--- src/hw/rtl/imm_pkg.sv ---
// ----------------------------------------------------------------------------
// Integer matrix multiply package
// Field widths, operation codes and the tag that follows each
// multiply-accumulate step down the datapath.
// ----------------------------------------------------------------------------
package imm_pkg;

  localparam int OP_W   = 2;
  localparam int IDX_W  = 3;
  localparam int VAL_W  = 16;
  localparam int PROD_W = 32;
  localparam int ACC_W  = 40;
  localparam int SIZE_W = 4;

  localparam logic [OP_W-1:0] OP_LOAD_LEFT  = 2'd0;
  localparam logic [OP_W-1:0] OP_LOAD_RIGHT = 2'd1;
  localparam logic [OP_W-1:0] OP_COMPUTE    = 2'd2;

  localparam logic [SIZE_W-1:0] SIZE_RESET = 4'd8;

  // Control that travels alongside one multiply-accumulate step.
  typedef struct packed {
    logic             valid;
    logic             first;     // first term of a dot product
    logic             last_k;    // final term of a dot product
    logic [IDX_W-1:0] row;
    logic [IDX_W-1:0] col;
    logic             last_col;  // dot product closes the row
  } imm_tag_t;

endpackage

--- src/hw/rtl/integer_matrix_multiply.sv ---
// ----------------------------------------------------------------------------
// Integer matrix multiply
// Holds the left and right matrices in two synchronous memories; a shared MAC
// emits one product row per compute item whose row is below the active size.
// ----------------------------------------------------------------------------
// A compute item of size N issues N*N memory reads through the single MAC,
// one per cycle while no stalled result holds the datapath, then drains the
// read, multiply and accumulate stages before a new item is taken. A stalled
// result holds the whole datapath. Reset clears control state and sets the
// active size to 8; matrix contents are undefined until written.
// ----------------------------------------------------------------------------
module integer_matrix_multiply
  import imm_pkg::*;
#(
  parameter int DIM = 8
) (
  input  logic                    clk,
  input  logic                    rst,
  // Configuration
  input  logic                    cfg_wen,
  input  logic [SIZE_W-1:0]       cfg_wdata,
  // Input items
  input  logic                    item_valid,
  output logic                    item_stall,
  input  logic [OP_W-1:0]         operation,
  input  logic [IDX_W-1:0]        row_index,
  input  logic [IDX_W-1:0]        col_index,
  input  logic signed [VAL_W-1:0] element_value,
  // Result items
  output logic                    result_valid,
  input  logic                    result_stall,
  output logic [IDX_W-1:0]        result_row,
  output logic [IDX_W-1:0]        result_col,
  output logic signed [ACC_W-1:0] product_value,
  output logic                    last_in_row
);

  localparam int DEPTH = DIM * DIM;
  localparam int AW    = $clog2(DEPTH);
  localparam int IW    = $clog2(DIM);

  logic [SIZE_W-1:0]       active_size;
  logic [SIZE_W-1:0]       eff_size;
  logic [SIZE_W-1:0]       size_m1;
  logic                    issuing;
  logic [IW-1:0]           j_cnt;
  logic [IW-1:0]           k_cnt;
  logic [IDX_W-1:0]        row;
  logic                    k_end;
  logic                    j_end;
  logic                    adv;
  logic                    busy;
  logic                    item_xfer;
  logic                    in_range;
  logic [AW-1:0]           wr_addr;
  logic [AW-1:0]           left_addr;
  logic [AW-1:0]           right_addr;
  logic [VAL_W-1:0]        left_mem  [DEPTH];
  logic [VAL_W-1:0]        right_mem [DEPTH];
  logic signed [VAL_W-1:0] left_rd;
  logic signed [VAL_W-1:0] right_rd;
  imm_tag_t                issue_tag;
  imm_tag_t                rd_tag;
  imm_tag_t                mac_tag;
  logic signed [ACC_W-1:0] mac_sum;

  // Configuration register.
  always_ff @(posedge clk) begin
    if (rst) begin
      active_size <= SIZE_RESET;
    end else if (cfg_wen) begin
      active_size <= cfg_wdata;
    end
  end

  // Size in use: zero counts as one, and it never exceeds the built dimension.
  always_comb begin
    eff_size = active_size;
    if (active_size == '0) begin
      eff_size = SIZE_W'(1);
    end else if (32'(active_size) > DIM) begin
      eff_size = SIZE_W'(DIM);
    end
  end

  // The whole datapath holds while a finished result waits to be taken.
  assign adv        = !(result_valid && result_stall);
  assign busy       = issuing || rd_tag.valid || mac_tag.valid;
  assign item_stall = busy;
  assign item_xfer  = item_valid && !item_stall;

  // Loads outside the stored matrix are dropped.
  assign in_range = (32'(row_index) < DIM) && (32'(col_index) < DIM);
  assign wr_addr  = AW'(row_index) * AW'(DIM) + AW'(col_index);

  // Read sequencer: k runs fastest, one column per dot product.
  assign k_end = (32'(k_cnt) == 32'(size_m1));
  assign j_end = (32'(j_cnt) == 32'(size_m1));

  always_ff @(posedge clk) begin
    if (rst) begin
      issuing <= 1'b0;
    end else if (item_xfer && operation == OP_COMPUTE
                 && 32'(row_index) < 32'(eff_size)) begin
      issuing <= 1'b1;
    end else if (issuing && adv && k_end && j_end) begin
      issuing <= 1'b0;
    end
  end

  always_ff @(posedge clk) begin
    if (item_xfer) begin
      j_cnt   <= '0;
      k_cnt   <= '0;
      row     <= row_index;
      size_m1 <= eff_size - SIZE_W'(1);
    end else if (issuing && adv) begin
      if (k_end) begin
        k_cnt <= '0;
        j_cnt <= j_cnt + IW'(1);
      end else begin
        k_cnt <= k_cnt + IW'(1);
      end
    end
  end

  assign left_addr  = AW'(row) * AW'(DIM) + AW'(k_cnt);
  assign right_addr = AW'(k_cnt) * AW'(DIM) + AW'(j_cnt);

  always_comb begin
    issue_tag.valid    = issuing;
    issue_tag.first    = (k_cnt == '0);
    issue_tag.last_k   = k_end;
    issue_tag.row      = row;
    issue_tag.col      = IDX_W'(j_cnt);
    issue_tag.last_col = j_end;
  end

  // Left matrix memory.
  always_ff @(posedge clk) begin
    if (item_xfer && operation == OP_LOAD_LEFT && in_range) begin
      left_mem[wr_addr] <= element_value;
    end
  end

  always_ff @(posedge clk) begin
    if (adv) begin
      left_rd <= left_mem[left_addr];
    end
  end

  // Right matrix memory.
  always_ff @(posedge clk) begin
    if (item_xfer && operation == OP_LOAD_RIGHT && in_range) begin
      right_mem[wr_addr] <= element_value;
    end
  end

  always_ff @(posedge clk) begin
    if (adv) begin
      right_rd <= right_mem[right_addr];
    end
  end

  // Tag for the read stage.
  always_ff @(posedge clk) begin
    if (rst) begin
      rd_tag <= '0;
    end else if (adv) begin
      rd_tag <= issue_tag;
    end
  end

  imm_mac u_mac (
    .clk     (clk),
    .rst     (rst),
    .adv     (adv),
    .tag_in  (rd_tag),
    .a       (left_rd),
    .b       (right_rd),
    .tag_out (mac_tag),
    .sum     (mac_sum)
  );

  // Output register: loads a finished dot product, clears on transfer.
  always_ff @(posedge clk) begin
    if (rst) begin
      result_valid <= 1'b0;
    end else if (adv && mac_tag.valid && mac_tag.last_k) begin
      result_valid <= 1'b1;
    end else if (result_valid && !result_stall) begin
      result_valid <= 1'b0;
    end
  end

  always_ff @(posedge clk) begin
    if (adv && mac_tag.valid && mac_tag.last_k) begin
      result_row    <= mac_tag.row;
      result_col    <= mac_tag.col;
      product_value <= mac_sum;
      last_in_row   <= mac_tag.last_col;
    end
  end

endmodule

--- src/hw/rtl/imm_mac.sv ---
// ----------------------------------------------------------------------------
// Integer matrix multiply MAC
// Registered 16x16 signed multiply followed by a 40-bit accumulator. The sum
// of the current step is presented combinationally so that the caller can
// capture a finished dot product in the same cycle.
// ----------------------------------------------------------------------------
module imm_mac
  import imm_pkg::*;
(
  input  logic                    clk,
  input  logic                    rst,
  input  logic                    adv,
  input  imm_tag_t                tag_in,
  input  logic signed [VAL_W-1:0] a,
  input  logic signed [VAL_W-1:0] b,
  output imm_tag_t                tag_out,
  output logic signed [ACC_W-1:0] sum
);

  imm_tag_t                 p_tag;
  logic signed [PROD_W-1:0] prod;
  logic signed [ACC_W-1:0]  acc;

  // Product stage.
  always_ff @(posedge clk) begin
    if (rst) begin
      p_tag <= '0;
    end else if (adv) begin
      p_tag <= tag_in;
    end
  end

  always_ff @(posedge clk) begin
    if (adv) begin
      prod <= PROD_W'(a) * PROD_W'(b);
    end
  end

  // Accumulate; the first term of a dot product restarts the sum.
  always_comb begin
    sum = (p_tag.first ? ACC_W'(0) : acc) + ACC_W'(prod);
  end

  always_ff @(posedge clk) begin
    if (adv && p_tag.valid) begin
      acc <= sum;
    end
  end

  assign tag_out = p_tag;

endmodule
--- config.mk ---
export PLATFORM = sky130hd
export DESIGN_NAME = integer_matrix_multiply
export DESIGN_NICKNAME = d
export VERILOG_FILES = /design/src/hw/rtl/imm_pkg.sv /design/src/hw/rtl/integer_matrix_multiply.sv /design/src/hw/rtl/imm_mac.sv
export SDC_FILE = /design/constraint.sdc
export NUM_CORES = 2
export LEC_CHECK = 0
export BUFFER_PORTS_ARGS = -buffer_cell sky130_fd_sc_hd__buf_4
export CAP_MARGIN = 30
export CORE_MARGIN = 2
export CORE_UTILIZATION = 40
export DETAILED_ROUTE_END_ITERATION = 10
export PLACE_DENSITY = 0.65
export REMOVE_ABC_BUFFERS = 1
export SYNTH_ARGS = -nofsm -noshare
export SYNTH_HDL_FRONTEND = slang
export SYNTH_SLANG_ARGS = --single-unit
--- constraint.sdc ---
create_clock -name clk -period 11.9 [get_ports clk]
set_clock_uncertainty 0.05 [all_clocks]
set_input_delay 1.19 -clock clk [delete_from_list [all_inputs] [get_ports clk]]
set_output_delay 1.19 -clock clk [all_outputs]
set_load 0.1 [all_outputs]
# [Word level (Yosys, flattened, before mapping)]
# Memory sizes are Yosys's and may differ from the RTL's. A register that Yosys moved wholly into a read port is not among the register bits.
# Index checks and enable logic that the tools add are counted.
[word_totals] output_inout_bits=49 ff_bits=158 input_bits=33 ramBits=2048 wordCells=78 mem_count=2
[memory_table] name="left_mem" depth=64 word_bits=16 read_ports=1 rd_clocked_by_memory_dff=1 write_ports=1 line_no="integer_matrix_multiply.sv:58" source="logic [VAL_W-1:0] left_mem [DEPTH];"
[memory_table] name="right_mem" depth=64 word_bits=16 read_ports=1 rd_clocked_by_memory_dff=1 write_ports=1 line_no="integer_matrix_multiply.sv:59" source="logic [VAL_W-1:0] right_mem [DEPTH];"
[classes] mux=12 eq_ne=4 n_reduce_logical=25 mul=1 add_sub_neg=7 order_cmp=2
[op_table] op="$add 40x32->40" count=1
[op_table] op="$mux 40" count=1
[op_table] op="$mul 16x16->32" count=1
[op_table] op="$add 6x3->6" count=3
[op_table] op="$logic_and 1x1->1" count=12
[op_table] op="$eq 3x4->1" count=2
[op_table] op="$mux 1" count=8
[op_table] op="$mux 4" count=2
[op_table] op="$add 3x1->3 const B" count=2
[op_table] op="$logic_not 1->1" count=5
[op_table] op="$gt 4x4->1 const B" count=1
[op_table] op="$logic_not 4->1" count=1
[op_table] op="$lt 3x4->1" count=1
[op_table] op="$reduce_bool 2->1" count=2
[op_table] op="$sub 4x1->4 const B" count=1
[op_table] op="$logic_not 3->1" count=1
[op_table] op="$mux 3" count=1
[op_table] op="$eq 2x1->1 const B" count=1
[op_table] op="$eq 2x2->1 const B" count=1
[op_table] op="$logic_not 2->1" count=1
[op_table] op="$logic_or 1x1->1" count=2
[op_table] op="$reduce_and 2->1" count=1

# [Longest topological paths before layout]
[logic_depth] word_depth=7 mapped_depth=24 depth_no_buf=23

# [Modules after synthesis]
# From an unflattened synthesis, not the netlist that was laid out.
[hier_totals] hier_cells=5193 area_unflattened_um2=96660.2
[modules_own_cells] mod="integer_matrix_multiply" area_each_um2=82082.5 n_inst=1 cells_per_inst=3688
[modules_own_cells] mod="imm_mac" area_each_um2=14577.7 n_inst=1 cells_per_inst=1505

# [Worst setup path after synthesis]
# No wires, ideal clock.
[synth_path] path_type="register -> register" startpoint="reg left_rd[15], read port of left_mem" endpoint="reg u_mac.prod[31] (data pin)" arrival_ps=5886 slack_ps=5705 n_path_buf=1 setup_ps=260 stages_incl_launch_ff=19 path_cell_list="edfxtp_1 > clkbuf_1 > nand2_1 > inv_1 > fa_1 > fa_1 > fa_1 > fa_1 > fa_1 > fa_1 > ha_1 > a21o_1 > a21o_1 > a2111oi_0 > o311a_1 > nor3_2 > a21o_1 > a21oi_1 > xnor2_1"
[synth_between] elab_chain_len=1
[synth_rtl] item="start, declared" line_no="integer_matrix_multiply.sv:60" source="logic signed [VAL_W-1:0] left_rd;"
[synth_rtl] item="$mul 16x16->32" line_no="imm_mac.sv:35" source="prod <= PROD_W'(a) * PROD_W'(b);"
[synth_rtl] item="end signal, assigned" line_no="imm_mac.sv:35"
[synth_rtl] item="end, declared" line_no="imm_mac.sv:21" source="logic signed [PROD_W-1:0] prod;"
# Every way passes these cells.
# A chain may end at the register's enable or synchronous reset.

# [Final worst setup path]
# Same ends and word-level chain as after synthesis.

==> out/qor.yml <==
sta:
  rsz0062_at_grt: "false"
  fin_crit_sh_pct: 55.9
  finalSetupViolCount: 0
  layout_min_cycle_time_ps: 6650
  fmax_mhz: 150
  final_max_slew_viol_count: 0
  relSlewSlack_pct: 27.8
  hold_viol: 0
  worst_slew_pin_slew_ps: 1070
setup_path:
  arrival_ps: 7140
  start_kind: "flip-flop"
  cp-end-kind: "flip-flop"
  required_ps: 12390
  worstSetupPathType: "flip-flop to flip-flop"
  cpMaxStageDelayCell: "fa_1"
  critical_path.reg2reg.startpoint: "left_rd[15]"
  reg2reg_depth: 17
  crit_path_start: "left_rd[15]"
  r2r_end: "u_mac.prod[31]"
  crit_top_cell: "fa_1"
  regToRegSetupSlack_ps: 5250
  path_depth: 17
  slowest_delay_ps: 880
  critPathTopFamily: "adder cells"
  worstPathCellList: "nand2_1, inv_1, fa_1, fa_1, fa_1, fa_1, fa_1, fa_1, ha_1, a21o_1, a21o_1, a2111oi_0, o311a_1, nor3_2, a21o_1, a21oi_1, xnor2_1"
  critPathCapture: "u_mac.prod[31]"
  cp_max_fo: 16
  cp_num_buf_inv: 1
floorplan:
  die_h_um: 494
  io_pins: 82
  start_util_pct: 40.3
  core-area_sq_um: 238000
  dieArea_sq_um: 244000
  rows: 179
  chipWidth_um: 494
layout:
  post-route-util_pct: 45.6
  fin_nets: 5464
  drive_gt1_share_pct: 24.7
  syn2layout_area_growth_pct: 13.0
  final_cells: 8392
detailed_routing:
  route.detailed.drc: 0
  vias_per_cell: 5.52
  drt_iter0_drc: 5425
  vias: 46300
  dr.pass1.iters: 6
  drt-total-wl_um: 220000
  antenna_left: 0
  wl_per_cell_um: 26.2
hold_path:
  hp-class: "flip-flop to flip-flop"
  hold_depth: 0
cts:
  cts-root-buf: "clkbuf_16"
  path_clk_slew_ps: 60
  htreeDepth: 4
  cts_buffers: 219
  clk_latency_ps: 870
  post_cts_resized: 0
  tritoncts: "done"
  cts_hold_buf: 0
  cts_setup_buffers: 0
  cts.sinks: 2238
  clk_path_buf_depth: 3
placement:
  placed_cells: 7979
  io_buffers: 81
  place.gp.congestion: 0.852
  hpwlAfterDp_um: 137000
synth:
  synth_warnings: 0
  netlist_area_sq_um: 96100
  ys_async_sr_fraction_pct: 0
  synth-seq-cells: 2238
  syn_avg_cell_area_sq_um: 20.2
  ys_top_cells_by_area: "edfxtp_1, mux4_2, fa_1, ha_1, inv_1"
  yosysUniqueCellTypes: 67
  synth_top_cell_area_share_pct: 69.0
  syn-instance-count: 4764
  ys_seq_area_share_pct: 69.6
  ys.flop_type: "edfxtp_1"
  synth-edff-count: 2206
  yosys.area.top_type: "edfxtp_1"
grt:
  grt_pass1_wl_um: 322000
  antenna_found_initial: 22
  gr-total-overflow: 0
  grt_pass1_vias: 46800
  grt_max_degree: 121
  grt_usage_pct: 17.9
pwr:
  leakage_nw: 35.2
  max-vdd-ir-drop_uv: 553
  power_density_nw_per_um2: 241
outcome:
  status: "completed"
job:
  cap_violations: 0
## layer usage
layer	up-vias	GRT usage [%]	part of all wire [%]
li1	19300	-	-
met1	24800	27.5	44
met2	1942	26.7	46
met3	268	3.63	8.8
met4	2	3.63	1.7
met5	-	0	0.0059
## power by group
part           total [W]  switching (W)  internal (W)  leakage (nW)
Clock            0.00671        0.00293       0.00379          3.39
Combinational    0.00997        0.00561       0.00435          11.6
Sequential       0.00947      0.0000953       0.00937          20.2
Total             0.0261        0.00864        0.0175          35.2
## stage by stage
step / setup TNS [ps] / cell area [sq um] / total power (W) / hold slack [ps] / setup WS [ps]
after floorplan: -113660 / 95200 / 0.0174 / 358 / -3120
after global placement: 0 / 101000 / 0.0194 / 369 / 5330
after detailed placement: 0 / 101000 / 0.0196 / 368 / 5280
after CTS: 0 / 108000 / 0.0263 / 382 / 5240
after global routing: 0 / 109000 / 0.0280 / 409 / 4820
final: 0 / 109000 / 0.0261 / 380 / 5250
## worst min-delay path by stage
| stage | start | to |
|---|---|---|
| after floorplan | u_mac.tag_out[0] | last_in_row |
| after global placement | u_mac.tag_out[5] | result_row[1] |
| after detailed placement | u_mac.tag_out[5] | result_row[1] |
| after CTS | u_mac.tag_out[5] | result_row[1] |
| after global routing | u_mac.tag_out[5] | result_row[1] |
| final | u_mac.tag_out[5] | result_row[1] |
## cells in the mapped netlist (16+ instances only)
| cell | number |
|---|---|
| edfxtp_1 | 2206 |
| inv_1 | 305 |
| nand3_1 | 16 |
| a21o_1 | 22 |
| buf_1 | 33 |
| clkbuf_1 | 121 |
| mux4_2 | 672 |
| o21ai_0 | 34 |
| dfxtp_1 | 32 |
| xnor2_1 | 50 |
| a21oi_1 | 77 |
| nand2_1 | 208 |
| and2_1 | 125 |
| ha_1 | 127 |
| fa_1 | 263 |
| nor2b_1 | 50 |
| buf_2 | 55 |
| xor2_1 | 29 |
| nor2_1 | 185 |
## layout make-up
cell class	instances	area, sq um
Multi-Input combinational cell	2008	27200
Sequential cell	2238	66900
Antenna cell	4	10.0
Clock buffer	271	5780
Fill cell	19800	130000
Clock inverter	130	1190
Tap cell	3167	3960
Timing Repair Buffer	268	2380
Inverter	306	1150
## sequential cells by signal (all words and copies together) (netlist names), 4 cells and up
register,count
rd_tag,10
left_mem,1024
active_size,4
right_mem,1024
size_m1,4
left_rd,16
u_mac.acc,40
u_mac.tag_out,10
u_mac.prod,32
product_value,40
right_rd,16
## cells by family (layout without fill, tap and decap cells)
logic type	after synthesis	after routing	synth area share (%)
multiplexers	676	676	15.8
XOR/XNOR	79	79	0.720
other	1	5	0.00390
flip-flops	2238	2238	69.6
adder cells (fa/ha/maj)	390	390	7.13
AND/OR/NAND/NOR	659	659	3.26
AO/OA/AOI/OAI	203	203	1.36
buffers and inverters	518	975	2.11
## cell usage in the layout, fill, tap and decap left out, drive strengths merged, types with 99 or more instances in the layout
cell,count
and2,126
buf,268
clkbuf,271
clkinv,99
edfxtp,2206
fa,263
ha,127
inv,311
mux4,672
nand2,208
nor2,185
No activity file was read; power rests on OpenSTA's default activity.
